--- config.mk ---
export PLATFORM = sky130hd
export DESIGN_NAME = hlsm_walk
export DESIGN_NICKNAME = d
export VERILOG_FILES = /design/src/hw/rtl/hough_line_sort_merge_defines.svh /design/src/hw/rtl/hlsm_pkg.sv /design/src/hw/rtl/hlsm_walk.sv
export SDC_FILE = /design/constraint.sdc
export NUM_CORES = 1
export LEC_CHECK = 0
export BUFFER_PORTS_ARGS = -buffer_cell sky130_fd_sc_hd__buf_2
export CAP_MARGIN = 5
export CORE_MARGIN = 2
export CORE_UTILIZATION = 40
export DETAILED_ROUTE_END_ITERATION = 16
export GPL_TIMING_DRIVEN = 0
export PLACE_DENSITY = 0.69
export SLEW_MARGIN = 20
export SYNTH_ARGS = -nofsm -noshare
export SYNTH_HDL_FRONTEND = slang
export SYNTH_SLANG_ARGS = --single-unit
--- constraint.sdc ---
create_clock -name clock -period 6.04 [get_ports clock]
set_input_delay 0.604 -clock clock [delete_from_list [all_inputs] [get_ports clock]]
set_output_delay 0.604 -clock clock [all_outputs]
set_load 0.1 [all_outputs]
--- src/hw/rtl/hough_line_sort_merge_defines.svh ---
// Assertion macros used by the Hough line sort-merge top level.
`ifndef HOUGH_LINE_SORT_MERGE_DEFINES_SVH
`define HOUGH_LINE_SORT_MERGE_DEFINES_SVH

`ifndef ASSERT_OFF
// property that must hold at every clock edge outside reset
`define HLSM_ASSERT(name, clk, rst, prop) \
   name: assert property (@(posedge clk) disable iff (rst) (prop)) \
      else $error("%m: assertion failed");
// antecedent in one cycle implies consequent in the next
`define HLSM_ASSERT_NEXT(name, clk, rst, ante, cons) \
   name: assert property (@(posedge clk) disable iff (rst) (ante) |=> (cons)) \
      else $error("%m: assertion failed");
`else
`define HLSM_ASSERT(name, clk, rst, prop)
`define HLSM_ASSERT_NEXT(name, clk, rst, ante, cons)
`endif

`endif

--- src/hw/rtl/hlsm_pkg.sv ---
// Shared types and constants for the Hough line sort-merge block.
package hlsm_pkg;

   localparam int MaxLines   = 64;
   localparam int CountWidth = $clog2(MaxLines + 1);
   localparam int DistWidth  = 16;
   localparam int AngleWidth = 15;

   // register reset values (Q2.13 radians)
   localparam logic [AngleWidth-1:0] TolReset      = 15'd1638;
   localparam logic [AngleWidth-1:0] SkipLowReset  = 15'd12288;
   localparam logic [AngleWidth-1:0] SkipHighReset = 15'd13517;

   // register indexes
   localparam int CsrIndexWidth = 2;
   localparam logic [CsrIndexWidth-1:0] CsrMergeTol  = 2'd0;
   localparam logic [CsrIndexWidth-1:0] CsrSkipLow   = 2'd1;
   localparam logic [CsrIndexWidth-1:0] CsrSkipHigh  = 2'd2;

   typedef struct packed {
      logic signed [DistWidth-1:0] distance;
      logic [AngleWidth-1:0]       angle;
   } line_type;

   // per-cycle command broadcast along the cell chain
   typedef struct packed {
      logic insert;  // load a new line in sorted position
      logic shift;   // move every line one cell toward the head
   } cell_ctl_type;

   typedef struct packed {
      logic [AngleWidth-1:0] merge_tol;
      logic [AngleWidth-1:0] skip_low;
      logic [AngleWidth-1:0] skip_high;
   } csr_type;

endpackage

--- src/hw/rtl/hlsm_walk.sv ---
// Merge sequencer: walks the sorted head, keeps the running average, drives results.
module hlsm_walk (
   input  logic                 clock,
   input  logic                 reset,
   input  logic                 active,
   input  hlsm_pkg::line_type   head_line,
   input  logic [hlsm_pkg::AngleWidth-1:0] next_angle,
   input  logic                 last_line,
   input  hlsm_pkg::csr_type    csr,
   output logic                 step,
   output logic                 out_valid,
   input  logic                 out_ready,
   output hlsm_pkg::line_type   out_line,
   output logic                 out_keep,
   output logic                 out_last
);

   localparam int AW = hlsm_pkg::AngleWidth;
   localparam int DW = hlsm_pkg::DistWidth;

   logic signed [DW-1:0] run_distance_ff, run_distance_in;
   logic [AW-1:0]        run_angle_ff, run_angle_in;
   logic                 out_valid_ff, out_valid_in;
   hlsm_pkg::line_type   out_line_ff, out_line_in;
   logic                 out_keep_ff, out_keep_in;
   logic                 out_last_ff, out_last_in;

   logic [AW-1:0]        angle_diff;
   logic                 close;
   logic                 run_open;
   logic [AW:0]          angle_sum;
   logic signed [DW:0]   dist_sum;
   logic signed [DW:0]   dist_adj;
   hlsm_pkg::line_type   avg_line;
   hlsm_pkg::line_type   run_line;
   hlsm_pkg::line_type   emit_line;
   logic                 emit;

   // during the walk, advance one line whenever the output register can take a result
   assign step = active && (!out_valid_ff || out_ready);

   assign angle_diff = (head_line.angle > next_angle) ? (head_line.angle - next_angle)
                                                      : (next_angle - head_line.angle);
   assign close      = !last_line && (angle_diff < csr.merge_tol);
   assign run_open   = (run_angle_ff != '0);

   // pair average: theta floors, rho truncates toward zero
   assign angle_sum = {1'b0, run_angle_ff} + {1'b0, head_line.angle};
   assign dist_sum  = {run_distance_ff[DW-1], run_distance_ff}
                    + {head_line.distance[DW-1], head_line.distance};
   assign dist_adj  = dist_sum + {{DW{1'b0}}, dist_sum[DW]};
   assign avg_line.distance = dist_adj[DW:1];
   assign avg_line.angle    = angle_sum[AW:1];
   assign run_line.distance = run_distance_ff;
   assign run_line.angle    = run_angle_ff;

   always_comb begin
      run_distance_in = run_distance_ff;
      run_angle_in    = run_angle_ff;
      emit            = 1'b0;
      emit_line       = head_line;
      if (step) begin
         if (last_line) begin
            emit            = 1'b1;
            emit_line       = run_open ? avg_line : head_line;
            run_distance_in = '0;
            run_angle_in    = '0;
         end else if (close) begin
            run_distance_in = run_open ? avg_line.distance : head_line.distance;
            run_angle_in    = run_open ? avg_line.angle : head_line.angle;
         end else begin
            emit            = 1'b1;
            emit_line       = run_open ? run_line : head_line;
            run_distance_in = '0;
            run_angle_in    = '0;
         end
      end
   end

   // output register
   always_comb begin
      out_valid_in = out_valid_ff && !out_ready;
      out_line_in  = out_line_ff;
      out_keep_in  = out_keep_ff;
      out_last_in  = out_last_ff;
      if (emit) begin
         out_valid_in = 1'b1;
         out_line_in  = emit_line;
         out_keep_in  = !((emit_line.angle > csr.skip_low) && (emit_line.angle < csr.skip_high));
         out_last_in  = last_line;
      end
   end

   always_ff @(posedge clock) begin
      if (reset) begin
         run_distance_ff <= '0;
         run_angle_ff    <= '0;
         out_valid_ff    <= 1'b0;
      end else begin
         run_distance_ff <= run_distance_in;
         run_angle_ff    <= run_angle_in;
         out_valid_ff    <= out_valid_in;
      end
   end

   always_ff @(posedge clock) begin
      out_line_ff <= out_line_in;
      out_keep_ff <= out_keep_in;
      out_last_ff <= out_last_in;
   end

   assign out_valid = out_valid_ff;
   assign out_line  = out_line_ff;
   assign out_keep  = out_keep_ff;
   assign out_last  = out_last_ff;

endmodule

Word-level counts from Yosys, hierarchy flattened --
Cells that the tools add are included.
Operators by class: magnitude comparators 4, mux-type cells 16, multiply operators 0, shift-type cells 0, $add $sub $neg 5, reductions and logical operators 10, bitwise gates (word level) 0, div/mod/pow operators 0, eq/ne operators 0
Operators with widths (count):
- 31-bit two-way mux | 5
- 15-bit two-way mux | 4
- 16-bit two-way mux | 3
- 15-bit > comparator | 2
- 15-bit less-than comparator | 2
- 15-bit subtractor | 2
- 16-bit by 16-bit adder with 17-bit output | 1
- 17-bit by 1-bit adder with 17-bit output | 1
- 15-bit by 15-bit adder with 16-bit output | 1
- 15-bit nonzero test | 1
- 1-bit logical AND | 4
- 1-bit zero test | 4
- 1-bit two-way mux | 4
- 1-bit logical OR | 1
Storage, ports and cells: ROM bits 0, bits in registers 65, memories kept 0, output and inout bits 35, bits in writable memories 0, latch bits 0, word-level logic and storage cells 42, bits of input ports 96

Longest topological paths before layout --
depth after elaboration 10, gate-level depth with buffers 31, mapped depth without buffers 28

Worst setup path after synthesis --
OpenSTA, ideal clock, no wires.
path type input-to-reg, start input head_line[8] in the netlist's numbering, end register out_keep_ff (netlist: out_keep) (data pin), setup slack -368 ps, path buffers 3, data required time 5767 ps, cell stages on the path 31, library setup time 273 ps, arrival 6135 ps, path through inv_1 ha_1 buf_2 nand4_1 or3_1 nand3b_1 nand3_1 nor3_2 nor2_4 buf_4 mux2i_1 xnor2_1 ha_1 or3_1 o22a_1 a41oi_1 a21oi_1 or2_1 buf_2 nand3_1 o22ai_1 a22oi_1 ha_1 a21o_1 a21o_1 a221o_1 a221oi_1 o211ai_1 a41oi_1 o21a_1 a41oi_1
RTL lines:
- from (decl) | RTL line hlsm_walk.sv:6 | input hlsm_pkg::line_type head_line,
- to (signal assigned) | RTL line hlsm_walk.sv:108 | out_keep_ff <= out_keep_in;
- to (decl) | RTL line hlsm_walk.sv:25 | logic out_keep_ff, out_keep_in;

==> metrics.md <==
| Metric | Value |
|---|---|
| Max-cap violation count | `0` |
| Sequential area share after synthesis | `0.217` |
| Clock buffer depth | `2` |
| CP Max Fanout | `8` |
| Final Max Slew Viols | `0` |
| Endpoints failing hold | `0` |
| Clk root buf | `clkbuf_16` |
| Post-Syn Area | `around 7500 um2` |
| Asr flop ratio synth | `0` |
| Rows | `50` |
| Buf+Inv Stages, Crit Path | `7` |
| GPL Wtd Cong | `about 0.96` |
| Final Util | `0.518` |
| Slowest CP cell | `or3_4` |
| Crit end category | `flop` |
| Violated checks | `setup timing` |
| Full die area | `19900 um2` |
| Area growth, synth to finish | `28.2%` |
| Status | `complete, but fails checks` |
| Clock skew | `0.0108 ns` |
| Nets | `1289` |
| Maximum vdd drop | `approximately 0.22 mV` |
| Top Ports | `131` |
| Power Total | `around 0.0034 W` |
| Setup CP Type | `in -> reg` |
| Hold Path Class | `in -> reg` |
| Clock sink count | `65` |
| Ant diodes | `0` |
| Post-Syn Instances | `909` |
| Post-synth EDFFs | `33` |
| Worst-margin pin slew | `roughly 0.84 ns` |
| Ys Warns | `0` |
| Syn avg cell area | `approximately 8.3 um2` |
| Net Count, Synth | `around 1100` |
| Antenna-violating nets left | `0` |
| Slew headroom | `0.440` |
| Core footprint | `~19000 um2` |
| Routed len/inst | `19.2 um` |
| Vias in the first global route | `7590` |
| Final WS setup | `-0.196 ns` |
| Initial antenna violation count | `0` |
| Lkg Pwr | `4.51 nW` |
| Fin crit period | `roughly 6.2 ns` |
| Die Y | `141 um` |
| Routed WL | `roughly 25 mm` |
| GRT Resource Usage Total | `0.248` |
| Largest net degree at the start of global routing | `34` |
| IO Port Bufs | `129` |
| CTS tree | `built` |
| Synth unique cells | `81` |
| Crit-path max cell delay | `around 0.39 ns` |
| Yosys reg bits | `65` |
| Worst EP arrival | `approximately 6.3 ns` |
| Power per Cell Area | `354 nW/um2` |
| Period utilization | `1.03` |
| DR DRC count | `0` |
| Initial detailed-routing violation count | `between 500 and 600` |
| Clk pin slew, worst setup/hold paths | `approximately 0.050 ns` |
| Cell family with most CP delay | `compound AO/OA/AOI/OAI gates` |
| Grt ovf | `0` |
| Hpwl dp | `around 19 mm` |
| Vias/cell | `about 6` |
| H-tree Lvls | `3` |
| Hold_ws | `0.456 ns` |
| Via count | `~7900` |
| Critical path data required time | `slightly above 6 ns` |
| Cts hold-fix bufs | `0` |
| Share of cells above drive strength 1 | `0.269` |
| Top_reg_cell synth | `edfxtp_1` |
| Die Span X | `~140 um` |
| F_max | `160 MHz` |
| Starting Density | `0.404` |
| RSZ-0062 raised after global routing | `yes` |
| Setup violators final | `1` |
| First-pass GRT wire length | `39.3 mm` |
| Fillers | `1702` |
| Num CTS Buffers | `9` |
| Setup TNS | `-0.196 ns` |
| DRT Pass-1 Iters | `5` |
| Clock Latency Late Sink | `about 0.34 ns` |
| Startpoint Class | `primary input` |
==> flip-flops by register name, indices dropped and copies added (netlist names) <==
| signal | count |
|---|---|
| out_keep | 1 |
| out_last | 1 |
| out_line | 31 |
| out_valid | 1 |
| run_angle_ff | 15 |
| run_distance_ff | 16 |
==> power breakdown <==
group / total, W / internal [W] / switching (W)
combinational: 0.00226 / 0.000768 / 0.00149
clock: 0.000528 / 0.000330 / 0.000198
sequential: 0.000622 / 0.000575 / 0.0000475
total: 0.00341 / 0.00167 / 0.00173
==> final timing paths <==
path | from | endpoint | slack, ns | cells after the start
max | head_line[11] | out_keep$_DFFE_PP_ | -0.20 | 32
min | last_line | out_last$_DFFE_PP_ | 0.46 | 1
max reg2reg | run_angle_ff[14]$_SDFFE_PP0P_ | out_keep$_DFFE_PP_ | 1.51 | 15
min reg2reg | out_valid$_SDFF_PP0_ | out_valid$_SDFF_PP0_ | 0.50 | 2
==> timing repair <==
| action | 4_1_cts | 5_1_grt |
|---|---|---|
| setup endpoints to repair | 1 | 1 |
| buffers inserted | 31 | 12 |
| pin swaps | 31 | 33 |
| gates resized for setup | 85 | 43 |
==> through the flow <==
stage | setup slack [ns] | std cells | cell area (um2)
2_1_floorplan | 0.0209 | 909 | 7580
3_3_place_gp | -1.12 | 1272 | 8510
3_5_place_dp | -1.15 | 1272 | 8510
4_1_cts | -0.153 | 1314 | 9400
5_1_grt | -0.457 | 1324 | 9630
6_report | -0.196 | 1324 | 9630
==> layout by cell type (no fill, tap or decap), types with 8 or more instances in the layout <==
cell type / instances
edfxtp_1: 33
a22o_1: 8
nand3_1: 19
dfxtp_1: 32
nor3_1: 16
mux2i_1: 10
a22oi_1: 15
ha_4: 13
xor2_1: 20
o21ai_1: 10
inv_1: 84
buf_2: 117
o21a_1: 16
ha_1: 87
a32oi_1: 10
a21oi_1: 62
buf_4: 40
a21o_1: 43
o21ai_0: 22
a211oi_1: 13
clkbuf_16: 9
o211ai_1: 8
xnor2_1: 26
clkbuf_1: 22
a31oi_1: 9
nor2_1: 59
nand2_1: 57
o22ai_1: 12
nand4_1: 14
buf_6: 14
==> cells by family after synthesis <==
logic type      after synthesis  synth area share
flops                        65             0.217
fa+ha+maj                   108             0.184
xor+xnor                     48            0.0580
simple gates                225             0.149
buf+inv                     133            0.0696
compound gates              317             0.305
mux                          13            0.0175
==> routing by layer <==
metal | vias up | wire length [um] | track usage
li1 | 3754 | - | -
met1 | 3685 | 10900 | 0.324
met2 | 422 | 11500 | 0.407
met3 | 73 | 2110 | 0.0408
met4 | 0 | 947 | 0.101
met5 | - | 0 | 0
==> cell usage after synthesis, types with 4 or more instances <==
cell	instances	area [um2]
a22oi_1	19	143
a31o_2	4	35.0
o21a_1	16	120
nor3_1	16	80.1
o211ai_1	8	60.1
xor2_1	20	175
inv_1	97	364
xnor2_1	26	228
o21ai_0	24	120
and4_1	5	43.8
a31oi_1	9	56.3
nor4_1	6	37.5
a22o_1	8	70.1
and3_1	7	43.8
nor2b_1	4	25.0
or2_2	4	25.0
or3_1	4	25.0
o22a_1	4	35.0
nand4_1	14	87.6
nor2_1	61	229
dfxtp_1	32	641
a21o_1	44	330
nand2_1	57	214
nand2b_1	5	31.3
nand3_1	22	110
o22ai_1	16	100
fa_1	4	80.1
edfxtp_1	33	991
clkbuf_1	23	86.3
ha_1	104	1300
a211oi_1	14	105
o21bai_1	8	60.1
a21oi_1	67	335
buf_2	10	50.1
and2_1	7	43.8
mux2i_1	12	120
o21ai_1	9	45.0
o221ai_1	6	52.6
a32oi_1	10	87.6
==> final cells by class <==
class / instances / area (um2) / area share
multi-input cells: 711 / 5760 / 0.598
well taps: 234 / 293 / 0.0304
clock inverters: 3 / 40.0 / 0.00416
flip-flops and latches: 65 / 1630 / 0.169
clock buffers: 13 / 250 / 0.0260
repair buffers: 172 / 1100 / 0.115
inverters: 97 / 387 / 0.0402
plain buffers: 29 / 164 / 0.0170
Power figures use the tool's default switching activity.
